`src/hdl/spvg_pkg.sv`:
```
// ----------------------------------------------------------------------------
// spvg_pkg
// Shared widths, defaults, control struct and the sine table builder for the
// sector polygon vertex generator.
// ----------------------------------------------------------------------------
package spvg_pkg;

  // Field widths
  localparam int unsigned COORD_W    = 16;  // Q11.4 coordinates
  localparam int unsigned IDX_W      = 9;   // vertex index
  localparam int unsigned ANGLE_W    = 9;   // sector angle register
  localparam int unsigned DIFF_W     = 17;  // end - center, exact
  localparam int unsigned HDEG_W     = 10;  // half-degree angle 0..719

  // Sector angle limits and defaults
  localparam int unsigned MIN_SECTOR_DEG     = 5;
  localparam int unsigned SECTOR_RESET       = 60;
  localparam int unsigned MAX_SECTOR_DEG_DEF = 360;
  localparam int unsigned TRIG_FRAC_BITS_DEF = 15;

  // First-quadrant sine table, half-degree steps
  localparam int unsigned SINE_TAB_LEN = 181;
  localparam int unsigned SINE_TAB_AW  = 8;
  localparam int unsigned SINE_TAB_W   = 31;  // widest entry: 1.0 at 30 frac bits

  typedef logic [SINE_TAB_W-1:0] sine_tab_t [SINE_TAB_LEN];

  // Control that travels with each item down the pipeline
  typedef struct packed {
    logic valid;
    logic last;
    logic oor;
  } spvg_ctl_t;

  // pi in Q60 and one half-degree step in Q60
  localparam logic [63:0] PI_Q60   = 64'h3243F6A8885A308D;
  localparam logic [63:0] STEP_Q60 = PI_Q60 / 64'd360;

  // sin(i * 0.5 deg) in Q30, alternating Taylor series, truncated each step
  function automatic logic signed [63:0] sine_q30(input int unsigned i);
    logic [63:0]        x;
    logic [63:0]        x2;
    logic [63:0]        term;
    logic signed [63:0] sum;
    x    = (STEP_Q60 * 64'(i)) >> 30;
    x2   = (x * x) >> 30;
    term = x;
    sum  = $signed(x);
    term = ((term * x2) >> 30) / 64'd6;   sum = sum - $signed(term);
    term = ((term * x2) >> 30) / 64'd20;  sum = sum + $signed(term);
    term = ((term * x2) >> 30) / 64'd42;  sum = sum - $signed(term);
    term = ((term * x2) >> 30) / 64'd72;  sum = sum + $signed(term);
    term = ((term * x2) >> 30) / 64'd110; sum = sum - $signed(term);
    term = ((term * x2) >> 30) / 64'd156; sum = sum + $signed(term);
    term = ((term * x2) >> 30) / 64'd210; sum = sum - $signed(term);
    term = ((term * x2) >> 30) / 64'd272; sum = sum + $signed(term);
    term = ((term * x2) >> 30) / 64'd342; sum = sum - $signed(term);
    term = ((term * x2) >> 30) / 64'd420; sum = sum + $signed(term);
    return sum;
  endfunction

  // Whole table, rounded half up to frac_bits fraction bits
  function automatic sine_tab_t build_sine_tab(input int unsigned frac_bits);
    sine_tab_t          tab;
    logic signed [63:0] v;
    for (int unsigned i = 0; i < SINE_TAB_LEN; i++) begin
      v = sine_q30(i);
      if (frac_bits < 30) begin
        v = (v + (64'sd1 <<< (29 - frac_bits))) >>> (30 - frac_bits);
      end
      tab[i] = v[SINE_TAB_W-1:0];
    end
    return tab;
  endfunction

endpackage

```
`src/hdl/spvg_ifs.sv`:
```
// ----------------------------------------------------------------------------
// spvg_ifs
// Valid/ready channels for vertex requests and vertex results.
// ----------------------------------------------------------------------------
interface spvg_req_if;
  import spvg_pkg::*;
  logic                      valid;
  logic                      ready;
  logic signed [COORD_W-1:0] center_x;
  logic signed [COORD_W-1:0] center_y;
  logic signed [COORD_W-1:0] end_x;
  logic signed [COORD_W-1:0] end_y;
  logic [IDX_W-1:0]          vertex_index;

  modport source (output valid, center_x, center_y, end_x, end_y, vertex_index,
                  input ready);
  modport sink   (input valid, center_x, center_y, end_x, end_y, vertex_index,
                  output ready);
endinterface

interface spvg_vert_if;
  import spvg_pkg::*;
  logic                      valid;
  logic                      ready;
  logic signed [COORD_W-1:0] vert_x;
  logic signed [COORD_W-1:0] vert_y;
  logic                      last_vertex;
  logic                      out_of_range;

  modport source (output valid, vert_x, vert_y, last_vertex, out_of_range,
                  input ready);
  modport sink   (input valid, vert_x, vert_y, last_vertex, out_of_range,
                  output ready);
endinterface

```
`src/hdl/spvg_front.sv`:
```
// ----------------------------------------------------------------------------
// spvg_front
// Stage 1: classifies the index, forms the axis vector and the half-degree
// angles for sine and cosine.
// ----------------------------------------------------------------------------
module spvg_front
  import spvg_pkg::*;
(
  input  logic                      clk,
  input  logic                      rst,
  input  logic                      en,
  input  logic                      in_valid,
  input  logic signed [COORD_W-1:0] center_x,
  input  logic signed [COORD_W-1:0] center_y,
  input  logic signed [COORD_W-1:0] end_x,
  input  logic signed [COORD_W-1:0] end_y,
  input  logic [IDX_W-1:0]          vertex_index,
  input  logic [ANGLE_W-1:0]        open_deg,
  output spvg_ctl_t                 ctl,
  output logic signed [COORD_W-1:0] cx,
  output logic signed [COORD_W-1:0] cy,
  output logic signed [DIFF_W-1:0]  dx,
  output logic signed [DIFF_W-1:0]  dy,
  output logic [HDEG_W-1:0]         sin_h,
  output logic [HDEG_W-1:0]         cos_h
);

  logic [ANGLE_W:0]   n_plus1;
  logic [IDX_W:0]     idx_ext;
  logic signed [11:0] h;
  logic [HDEG_W:0]    hm;
  logic [HDEG_W:0]    cm;
  spvg_ctl_t          ctl_next;

  // index class and rotation angle
  always_comb begin
    n_plus1 = {1'b0, open_deg} + (ANGLE_W+1)'(1);
    idx_ext = {1'b0, vertex_index};
    ctl_next.valid = in_valid;
    ctl_next.oor   = (idx_ext > n_plus1);
    ctl_next.last  = (idx_ext == n_plus1);
    if (vertex_index == '0) begin
      h = $signed({3'b000, open_deg});
    end else begin
      h = $signed({3'b000, open_deg})
        - $signed({2'b00, vertex_index - IDX_W'(1), 1'b0});
    end
    // wrap into 0..719, then cosine is a quarter turn ahead
    if (h < 0) begin
      hm = 11'(h + 12'sd720);
    end else begin
      hm = 11'(h);
    end
    cm = hm + 11'd180;
    if (cm >= 11'd720) begin
      cm = cm - 11'd720;
    end
  end

  // control register
  always_ff @(posedge clk) begin
    if (rst) begin
      ctl <= '0;
    end else if (en) begin
      ctl <= ctl_next;
    end
  end

  // payload register
  always_ff @(posedge clk) begin
    if (en) begin
      cx    <= center_x;
      cy    <= center_y;
      dx    <= DIFF_W'(end_x) - DIFF_W'(center_x);
      dy    <= DIFF_W'(end_y) - DIFF_W'(center_y);
      sin_h <= hm[HDEG_W-1:0];
      cos_h <= cm[HDEG_W-1:0];
    end
  end

endmodule

```
`src/hdl/spvg_trig.sv`:
```
// ----------------------------------------------------------------------------
// spvg_trig
// Stage 2: sine and cosine lookup from the quarter-wave table.
// ----------------------------------------------------------------------------
module spvg_trig
  import spvg_pkg::*;
#(
  parameter int unsigned TRIG_FRAC_BITS = TRIG_FRAC_BITS_DEF
) (
  input  logic                           clk,
  input  logic                           rst,
  input  logic                           en,
  input  spvg_ctl_t                      ctl_in,
  input  logic signed [COORD_W-1:0]      cx_in,
  input  logic signed [COORD_W-1:0]      cy_in,
  input  logic signed [DIFF_W-1:0]       dx_in,
  input  logic signed [DIFF_W-1:0]       dy_in,
  input  logic [HDEG_W-1:0]              sin_h,
  input  logic [HDEG_W-1:0]              cos_h,
  output spvg_ctl_t                      ctl,
  output logic signed [COORD_W-1:0]      cx,
  output logic signed [COORD_W-1:0]      cy,
  output logic signed [DIFF_W-1:0]       dx,
  output logic signed [DIFF_W-1:0]       dy,
  output logic signed [TRIG_FRAC_BITS+1:0] sin_v,
  output logic signed [TRIG_FRAC_BITS+1:0] cos_v
);

  localparam int unsigned TRIG_W = TRIG_FRAC_BITS + 2;
  localparam sine_tab_t   SINE_TAB = build_sine_tab(TRIG_FRAC_BITS);

  // signed sine of a half-degree angle by quadrant symmetry
  function automatic logic signed [TRIG_W-1:0] sine_half(input logic [HDEG_W-1:0] hh);
    logic [SINE_TAB_AW-1:0] a;
    logic                   neg;
    logic [TRIG_W-1:0]      mag;
    neg = 1'b0;
    if (hh <= 10'd180) begin
      a = SINE_TAB_AW'(hh);
    end else if (hh <= 10'd360) begin
      a = SINE_TAB_AW'(10'd360 - hh);
    end else if (hh <= 10'd540) begin
      a   = SINE_TAB_AW'(hh - 10'd360);
      neg = 1'b1;
    end else if (hh < 10'd720) begin
      a   = SINE_TAB_AW'(10'd720 - hh);
      neg = 1'b1;
    end else begin
      a = '0;
    end
    mag = {1'b0, SINE_TAB[a][TRIG_FRAC_BITS:0]};
    return neg ? $signed(-mag) : $signed(mag);
  endfunction

  // control register
  always_ff @(posedge clk) begin
    if (rst) begin
      ctl <= '0;
    end else if (en) begin
      ctl <= ctl_in;
    end
  end

  // payload register
  always_ff @(posedge clk) begin
    if (en) begin
      cx    <= cx_in;
      cy    <= cy_in;
      dx    <= dx_in;
      dy    <= dy_in;
      sin_v <= sine_half(sin_h);
      cos_v <= sine_half(cos_h);
    end
  end

endmodule

```
`src/hdl/spvg_rot.sv`:
```
// ----------------------------------------------------------------------------
// spvg_rot
// Stages 3 to 5: rotation products, sum and round to Q11.4, then center
// offset and saturation into the output register.
// ----------------------------------------------------------------------------
module spvg_rot
  import spvg_pkg::*;
#(
  parameter int unsigned TRIG_FRAC_BITS = TRIG_FRAC_BITS_DEF
) (
  input  logic                             clk,
  input  logic                             rst,
  input  logic                             en,
  input  spvg_ctl_t                        ctl_in,
  input  logic signed [COORD_W-1:0]        cx_in,
  input  logic signed [COORD_W-1:0]        cy_in,
  input  logic signed [DIFF_W-1:0]         dx_in,
  input  logic signed [DIFF_W-1:0]         dy_in,
  input  logic signed [TRIG_FRAC_BITS+1:0] sin_v,
  input  logic signed [TRIG_FRAC_BITS+1:0] cos_v,
  output logic                             out_valid,
  output logic signed [COORD_W-1:0]        vert_x,
  output logic signed [COORD_W-1:0]        vert_y,
  output logic                             last_vertex,
  output logic                             out_of_range
);

  localparam int unsigned TRIG_W = TRIG_FRAC_BITS + 2;
  localparam int unsigned PROD_W = DIFF_W + TRIG_W;
  localparam int unsigned SUM_W  = PROD_W + 1;
  localparam int unsigned RND_W  = SUM_W - TRIG_FRAC_BITS;
  localparam int unsigned OFS_W  = RND_W + 1;
  localparam logic signed [SUM_W-1:0] HALF =
    {{(SUM_W-1){1'b0}}, 1'b1} << (TRIG_FRAC_BITS - 1);

  // stage 3: products
  spvg_ctl_t                 ctl3;
  logic signed [COORD_W-1:0] cx3, cy3;
  logic signed [PROD_W-1:0]  pxc, pys, pxs, pyc;

  always_ff @(posedge clk) begin
    if (rst) begin
      ctl3 <= '0;
    end else if (en) begin
      ctl3 <= ctl_in;
    end
  end

  always_ff @(posedge clk) begin
    if (en) begin
      cx3 <= cx_in;
      cy3 <= cy_in;
      pxc <= dx_in * cos_v;
      pys <= dy_in * sin_v;
      pxs <= dx_in * sin_v;
      pyc <= dy_in * cos_v;
    end
  end

  // stage 4: rotate and round half up
  spvg_ctl_t                 ctl4;
  logic signed [COORD_W-1:0] cx4, cy4;
  logic signed [RND_W-1:0]   rx, ry;
  logic signed [SUM_W-1:0]   sum_x, sum_y, rnd_x, rnd_y;

  always_comb begin
    sum_x = SUM_W'(pxc) - SUM_W'(pys);
    sum_y = SUM_W'(pxs) + SUM_W'(pyc);
    rnd_x = (sum_x + HALF) >>> TRIG_FRAC_BITS;
    rnd_y = (sum_y + HALF) >>> TRIG_FRAC_BITS;
  end

  always_ff @(posedge clk) begin
    if (rst) begin
      ctl4 <= '0;
    end else if (en) begin
      ctl4 <= ctl3;
    end
  end

  always_ff @(posedge clk) begin
    if (en) begin
      cx4 <= cx3;
      cy4 <= cy3;
      rx  <= rnd_x[RND_W-1:0];
      ry  <= rnd_y[RND_W-1:0];
    end
  end

  // stage 5: add center, saturate, select by index class
  logic signed [OFS_W-1:0]   ofs_x, ofs_y;
  logic signed [COORD_W-1:0] sat_x, sat_y, vx_next, vy_next;

  function automatic logic signed [COORD_W-1:0] sat16(input logic signed [OFS_W-1:0] v);
    if (v[OFS_W-1:COORD_W-1] == '0 || v[OFS_W-1:COORD_W-1] == '1) begin
      return v[COORD_W-1:0];
    end else if (v[OFS_W-1]) begin
      return {1'b1, {(COORD_W-1){1'b0}}};
    end else begin
      return {1'b0, {(COORD_W-1){1'b1}}};
    end
  endfunction

  always_comb begin
    ofs_x = OFS_W'(cx4) + OFS_W'(rx);
    ofs_y = OFS_W'(cy4) + OFS_W'(ry);
    sat_x = sat16(ofs_x);
    sat_y = sat16(ofs_y);
    priority if (ctl4.oor) begin
      vx_next = '0;
      vy_next = '0;
    end else if (ctl4.last) begin
      vx_next = cx4;
      vy_next = cy4;
    end else begin
      vx_next = sat_x;
      vy_next = sat_y;
    end
  end

  always_ff @(posedge clk) begin
    if (rst) begin
      out_valid <= 1'b0;
    end else if (en) begin
      out_valid <= ctl4.valid;
    end
  end

  always_ff @(posedge clk) begin
    if (en) begin
      vert_x       <= vx_next;
      vert_y       <= vy_next;
      last_vertex  <= ctl4.last & ~ctl4.oor;
      out_of_range <= ctl4.oor;
    end
  end

endmodule

```
`src/hdl/sector_polygon_vertex_gen.sv`:
```
// Sector polygon vertex generator. Each request (center, axis end point,
// vertex index) returns one vertex of a polygon approximating a circular
// sector whose opening angle is the configured number of degrees (clamped to
// 5..MAX_SECTOR_DEG on write): index 0 and 1 lie at +angle/2, each further
// index steps one degree clockwise, index angle+1 is the center (last_vertex),
// and higher indexes return zeros with out_of_range. One request is accepted
// per clock while the pipeline is not held; the result is presented
// through five register stages: decode, table lookup, multiply, round, and
// center add with saturation. The whole pipeline holds while the output is
// not taken. Write the opening angle only while no request is in flight.
// ----------------------------------------------------------------------------
// sector_polygon_vertex_gen
// Top level: angle register, pipeline enable and stage wiring.
// ----------------------------------------------------------------------------
module sector_polygon_vertex_gen
  import spvg_pkg::*;
#(
  parameter int unsigned TRIG_FRAC_BITS = TRIG_FRAC_BITS_DEF,
  parameter int unsigned MAX_SECTOR_DEG = MAX_SECTOR_DEG_DEF
) (
  input  logic               clk,
  input  logic               rst,
  input  logic               cfg_wr_en,
  input  logic [ANGLE_W-1:0] cfg_wr_data,
  spvg_req_if.sink           in_ch,
  spvg_vert_if.source        out_ch
);

  localparam int unsigned TRIG_W = TRIG_FRAC_BITS + 2;

  logic [ANGLE_W-1:0] open_deg;
  logic               en;

  // sector angle register with clamp
  always_ff @(posedge clk) begin
    if (rst) begin
      open_deg <= ANGLE_W'(SECTOR_RESET);
    end else if (cfg_wr_en) begin
      priority if (cfg_wr_data < ANGLE_W'(MIN_SECTOR_DEG)) begin
        open_deg <= ANGLE_W'(MIN_SECTOR_DEG);
      end else if (cfg_wr_data >= ANGLE_W'(MAX_SECTOR_DEG)) begin
        open_deg <= ANGLE_W'(MAX_SECTOR_DEG);
      end else begin
        open_deg <= cfg_wr_data;
      end
    end
  end

  // whole pipeline advances unless a finished item is waiting
  assign en           = ~out_ch.valid | out_ch.ready;
  assign in_ch.ready  = en;

  spvg_ctl_t                 ctl1, ctl2;
  logic signed [COORD_W-1:0] cx1, cy1, cx2, cy2;
  logic signed [DIFF_W-1:0]  dx1, dy1, dx2, dy2;
  logic [HDEG_W-1:0]         sin_h, cos_h;
  logic signed [TRIG_W-1:0]  sin_v, cos_v;

  spvg_front u_front (
    .clk          (clk),
    .rst          (rst),
    .en           (en),
    .in_valid     (in_ch.valid),
    .center_x     (in_ch.center_x),
    .center_y     (in_ch.center_y),
    .end_x        (in_ch.end_x),
    .end_y        (in_ch.end_y),
    .vertex_index (in_ch.vertex_index),
    .open_deg     (open_deg),
    .ctl          (ctl1),
    .cx           (cx1),
    .cy           (cy1),
    .dx           (dx1),
    .dy           (dy1),
    .sin_h        (sin_h),
    .cos_h        (cos_h)
  );

  spvg_trig #(
    .TRIG_FRAC_BITS (TRIG_FRAC_BITS)
  ) u_trig (
    .clk    (clk),
    .rst    (rst),
    .en     (en),
    .ctl_in (ctl1),
    .cx_in  (cx1),
    .cy_in  (cy1),
    .dx_in  (dx1),
    .dy_in  (dy1),
    .sin_h  (sin_h),
    .cos_h  (cos_h),
    .ctl    (ctl2),
    .cx     (cx2),
    .cy     (cy2),
    .dx     (dx2),
    .dy     (dy2),
    .sin_v  (sin_v),
    .cos_v  (cos_v)
  );

  spvg_rot #(
    .TRIG_FRAC_BITS (TRIG_FRAC_BITS)
  ) u_rot (
    .clk          (clk),
    .rst          (rst),
    .en           (en),
    .ctl_in       (ctl2),
    .cx_in        (cx2),
    .cy_in        (cy2),
    .dx_in        (dx2),
    .dy_in        (dy2),
    .sin_v        (sin_v),
    .cos_v        (cos_v),
    .out_valid    (out_ch.valid),
    .vert_x       (out_ch.vert_x),
    .vert_y       (out_ch.vert_y),
    .last_vertex  (out_ch.last_vertex),
    .out_of_range (out_ch.out_of_range)
  );

endmodule
```
`src/flat_wrapper.sv`:
```
// flat-port wrapper written by rule: the top's interface ports become plain ports
module sector_polygon_vertex_gen_flat import spvg_pkg::*;
#(
  parameter int unsigned TRIG_FRAC_BITS = TRIG_FRAC_BITS_DEF,
  parameter int unsigned MAX_SECTOR_DEG = MAX_SECTOR_DEG_DEF
)
  (clk, rst, cfg_wr_en, cfg_wr_data, in_ch_valid, in_ch_center_x, in_ch_center_y, in_ch_end_x, in_ch_end_y, in_ch_vertex_index, in_ch_ready, out_ch_valid, out_ch_vert_x, out_ch_vert_y, out_ch_last_vertex, out_ch_out_of_range, out_ch_ready);
  spvg_req_if in_ch_i ();
  spvg_vert_if out_ch_i ();
  input  logic clk;
  input  logic rst;
  input  logic cfg_wr_en;
  input  logic [ANGLE_W-1:0] cfg_wr_data;
  input wire logic [$bits(in_ch_i.valid)-1:0] in_ch_valid;
  input wire logic [$bits(in_ch_i.center_x)-1:0] in_ch_center_x;
  input wire logic [$bits(in_ch_i.center_y)-1:0] in_ch_center_y;
  input wire logic [$bits(in_ch_i.end_x)-1:0] in_ch_end_x;
  input wire logic [$bits(in_ch_i.end_y)-1:0] in_ch_end_y;
  input wire logic [$bits(in_ch_i.vertex_index)-1:0] in_ch_vertex_index;
  output wire logic [$bits(in_ch_i.ready)-1:0] in_ch_ready;
  output wire logic [$bits(out_ch_i.valid)-1:0] out_ch_valid;
  output wire logic [$bits(out_ch_i.vert_x)-1:0] out_ch_vert_x;
  output wire logic [$bits(out_ch_i.vert_y)-1:0] out_ch_vert_y;
  output wire logic [$bits(out_ch_i.last_vertex)-1:0] out_ch_last_vertex;
  output wire logic [$bits(out_ch_i.out_of_range)-1:0] out_ch_out_of_range;
  input wire logic [$bits(out_ch_i.ready)-1:0] out_ch_ready;
  assign in_ch_i.valid = in_ch_valid;
  assign in_ch_i.center_x = in_ch_center_x;
  assign in_ch_i.center_y = in_ch_center_y;
  assign in_ch_i.end_x = in_ch_end_x;
  assign in_ch_i.end_y = in_ch_end_y;
  assign in_ch_i.vertex_index = in_ch_vertex_index;
  assign in_ch_ready = in_ch_i.ready;
  assign out_ch_valid = out_ch_i.valid;
  assign out_ch_vert_x = out_ch_i.vert_x;
  assign out_ch_vert_y = out_ch_i.vert_y;
  assign out_ch_last_vertex = out_ch_i.last_vertex;
  assign out_ch_out_of_range = out_ch_i.out_of_range;
  assign out_ch_i.ready = out_ch_ready;
  sector_polygon_vertex_gen #(.TRIG_FRAC_BITS(TRIG_FRAC_BITS), .MAX_SECTOR_DEG(MAX_SECTOR_DEG)) u_core (.clk(clk), .rst(rst), .cfg_wr_en(cfg_wr_en), .cfg_wr_data(cfg_wr_data), .in_ch(in_ch_i), .out_ch(out_ch_i));
endmodule
```
`config.mk`:
```
export PLATFORM = sky130hd
export DESIGN_NAME = sector_polygon_vertex_gen_flat
export DESIGN_NICKNAME = d
export VERILOG_FILES = /design/src/hdl/spvg_pkg.sv /design/src/hdl/spvg_ifs.sv /design/src/hdl/spvg_front.sv /design/src/hdl/spvg_trig.sv /design/src/hdl/spvg_rot.sv /design/src/hdl/sector_polygon_vertex_gen.sv /design/src/flat_wrapper.sv
export SDC_FILE = /design/constraint.sdc
export NUM_CORES = 2
export LEC_CHECK = 0
export BUFFER_PORTS_ARGS = -buffer_cell sky130_fd_sc_hd__buf_4
export CAP_MARGIN = 0
export CORE_ASPECT_RATIO = 1.75
export CORE_MARGIN = 4
export CORE_UTILIZATION = 30
export CTS_BUF_LIST = sky130_fd_sc_hd__clkbuf_8
export DETAILED_ROUTE_END_ITERATION = 8
export SYNTH_ARGS = -nofsm -noshare
export SYNTH_HDL_FRONTEND = slang
export SYNTH_HIERARCHICAL = 1
export SYNTH_SLANG_ARGS = --single-unit
```
`constraint.sdc`:
```
create_clock -name clk -period 35.3 [get_ports clk]
set_input_delay 1.765 -clock clk [delete_from_list [all_inputs] [get_ports clk]]
set_output_delay 1.765 -clock clk [all_outputs]
set_load 0.05 [all_outputs]
```
==> summary.md <==
| Metric | Value |
|---|---|
| Status | `finished clean` |
| DRT iter0 DRCs | `3,678` |
| H-Tree Depth | `3` |
| Worst-margin pin slew | `1.451 ns` |
| Fin crit period | `7.845 ns` |
| Hold Crit Class | `reg -> reg` |
| Number of synthesized flops with an enable pin | `458` |
| Setup crit end kind | `register` |
| Fmax | `0.1275 GHz` |
| Synth area leader | `fa_1` |
| I/O pin count | `123` |
| GRT Total Usage | `18.16%` |
| Fin. Hold Viols | `0` |
| Initial Util | `30.17%` |
| Top cells by area in the synthesized netlist | `fa_1 (31%), edfxtp_1 (18%), ha_1 (10%)` |
| Synth warnings | `6` |
| Crit-path leading delay family | `adder cells` |
| First-pass GRT wire length | `368,500 um` |
| Clock Skews | `0.08536 ns` |
| Area delta synth->final | `8.820%` |
| Number of global-route vias before repair | `63,810` |
| Max_slew headroom | `2.756%` |
| Routed vias/inst | `5.163` |
| Crit path launch type | `register` |
| Final Cycle Share | `22.22%` |
| CP Buf/Inv Count | `4` |
| Clock Latency Late Sink | `0.81 ns` |
| Port Buffers | `122` |
| Critical path origin | `u_core/u_trig/cos_v[16]` |
| Reg-to-reg endpoint | `u_core/u_rot/pxc[33]` |
| Root Buffer | `clkbuf_8` |
| Hold path cells | `0` |
| CTS buffer count | `81` |
| DIE AREA | `262,400 um2` |
| Total Wirelength | `239,100 um` |
| Final Wtd Congestion | `0.9624` |
| Post-Syn Area | `76,180 um2` |
| Initial antenna violation count | `4` |
| ANT nets after route | `0` |
| Slowest CP cell | `edfxtp_1` |
| R2R cell count | `23` |
| RR Startpoint | `u_core/u_trig/cos_v[16]` |
| Drt pass-1 iters | `6` |
| Critical Path RT | `35.80 ns` |
| Ys flop type | `edfxtp_1` |
| Final nets | `9,839` |
| Async set-reset flop share out of synthesis | `0%` |
| CTS tree | `built` |
| Sequential fraction of the synthesis area | `18.63%` |
| Hold Crit Start | `u_core/u_rot/cx3[6]` |
| Top cell by count, worst path | `fa_1` |
| Die X | `388.9 um` |
| CTS Hold Bufs | `0` |
| Post-synthesis net count | `9,864` |
| Total negative setup slack | `0 ns` |
| Clk slew on worst S/H paths | `0.07 ns` |
| RSZ-0062 raised after global routing | `false` |
| Top-area cell type share of the netlist area | `31.24%` |
| Max-cap violation count | `0` |
| # setup viols final | `0` |
| Worst reg2reg setup slack | `27.46 ns` |
| Largest net degree at the start of global routing | `160` |
| CP Max Fanout | `15` |
| Die height | `674.6 um` |
| Wire per inst | `21.06 um` |
| Hold endpoint | `u_core/u_rot/cx4[6]` |
| Critical path cell sequence | `clkinv_1 -> buf_4 -> nor2_1 -> fa_1 -> fa_1 -> fa_1 -> fa_1 -> fa_1 -> inv_1 -> fa_1 -> inv_1 -> ha_1 -> a21o_1 -> a21o_1 -> a211o_1 -> a21o_1 -> a21oi_1 -> o21ai_0 -> a41oi_1 -> a21oi_1 -> a21o_1 -> a21oi_1 -> xnor2_1` |
| Fill count | `25,800` |
| CP Class | `reg -> reg` |
| Post-synth cell types | `126` |
| Syn Area/Cell | `9.551 um2` |
| Core ar. | `252,500 um2` |
| # DRC | `0` |
| Final Max Slew Viols | `0` |
| #FFs+latches synth | `480` |
| CP arrival | `8.35 ns` |
| Crit path largest cell delay | `0.88 ns` |
| CTS sink count | `480` |
| Number of core rows | `244` |
| Remaining Overflow, GRT | `0` |
| Hpwl dp | `184,000 um` |
| Vias | `58,610` |
| Layout cells sized above 1 | `6.559%` |
| Clk buf depth | `3` |
| Cells after Synth | `7,976` |
| Post-CTS sizing | `0` |
| Post-route core utilization | `32.84%` |
| Post-CTS setup repair buffer count | `0` |
-- worst register-to-register path: cells and delay by family (launching register included) --
kind	cells	cell delay, ns
AO/OA/AOI/OAI	10	1.89
XOR/XNOR	1	0.08
adder cells (fa/ha/maj)	7	3.19
buffers and inverters	4	1.38
flip-flops	1	0.88
AND/OR/NAND/NOR	1	0.18
-- layout make-up --
class                      instances  area [um2]  area share [%]
antenna                           13       32.53         0.03924
sequential                       480       14190           17.12
inverter                        1447        5431           6.552
clock inverter                    70       793.3          0.9569
multi-input combinational       5667       55090           66.46
timing repair buffer             274        2086           2.516
clock buffer                      81        1115           1.345
tap                             3321        4155           5.012
-- cells in the final DEF, fill, tap and decap left out, drive strengths merged, types with 220 or more instances in the layout --
cell	instances
ha	612
nor2	298
a21oi	326
xnor2	220
nand2	727
inv	1455
fa	1189
buf	274
and2	598
o21ai	248
edfxtp	458
-- worst max-delay path by stage --
stage	end	slack [ns]	cells past startpoint
floorplan	in_ch_ready	20.29	1
global placement	u_core/u_rot/pxc[33]	27.42	23
detailed placement	u_core/u_rot/pxc[33]	27.35	23
CTS	u_core/u_rot/pxc[33]	27.36	23
global route	u_core/u_rot/pxc[33]	27.09	23
finish	u_core/u_rot/pxc[33]	27.46	23
-- layer usage --
layer	vias to the layer above	track usage (%)	part of all wire, %	wire length (um)
met5	-	0	0.0054	13
li1	26130	-	-	-
met1	29700	17.56	32	77240
met4	2	16.29	11	26020
met2	1960	33.89	53	125800
met3	827	1.957	4.2	10070
-- cells by family after synthesis --
kind of cell / count (synthesis) / synth area share, %
DFF: 480 / 18.63
and+or+nand+nor: 2155 / 14.39
adders and majority gates: 1801 / 41.30
buffers and inverters: 1829 / 9.174
xor gates and xnor gates: 299 / 3.467
AOI/OAI and AO/OA: 1376 / 12.55
muxes: 36 / 0.4829
-- registers in the layout (all words and copies together) (netlist names), 16 cells and up --
name / cells
u_core/u_trig/cy: 16
u_core/u_rot/pxc: 34
u_core/u_rot/vert_y: 16
u_core/u_front/dy: 17
u_core/u_front/dx: 17
u_core/u_rot/cx3: 16
u_core/u_rot/vert_x: 16
u_core/u_rot/ry: 20
u_core/u_trig/sin_v: 17
u_core/u_front/cx: 16
u_core/u_rot/pxs: 34
u_core/u_rot/pyc: 34
u_core/u_rot/cx4: 16
u_core/u_rot/rx: 20
u_core/u_rot/pys: 34
u_core/u_rot/cy3: 16
u_core/u_trig/cos_v: 17
u_core/u_trig/dx: 17
u_core/u_front/cy: 16
u_core/u_trig/dy: 17
u_core/u_rot/cy4: 16
u_core/u_trig/cx: 16
-- stage by stage --
| stage | hold WS, ns | setup slack (ns) | std cells | cell area (um2) |
|---|---|---|---|---|
| CTS | 0.3895 | 27.36 | 11340 | 82870 |
| finish | 0.3835 | 27.46 | 11350 | 82900 |
| global placement | 0.4018 | 27.42 | 11190 | 80940 |
| floorplan | 0.4003 | 20.29 | 7976 | 76180 |
| global route | 0.3943 | 27.09 | 11350 | 82900 |
| detailed placement | 0.4045 | 27.35 | 11190 | 80960 |
-- cell usage after synthesis (all sizes together) (30+ instances only) --
cell type,count
nor3,118
xor2,79
o211ai,47
o22ai,32
buf,65
o21a,38
ha,612
o21ai,248
fa,1189
o31ai,37
nand2,727
a211oi,60
and2,598
edfxtp,458
xnor2,220
a21boi,30
nand2b,69
a21oi,326
mux2i,33
and3,30
nand3,96
a31oi,55
a21o,113
clkbuf,317
nor2,298
o221ai,31
inv,1441
nor2b,54
nand4,37
a221oi,40
Power is not shown: default switching activity piles up to over one toggle a cycle in this logic, so the estimate is an artifact.
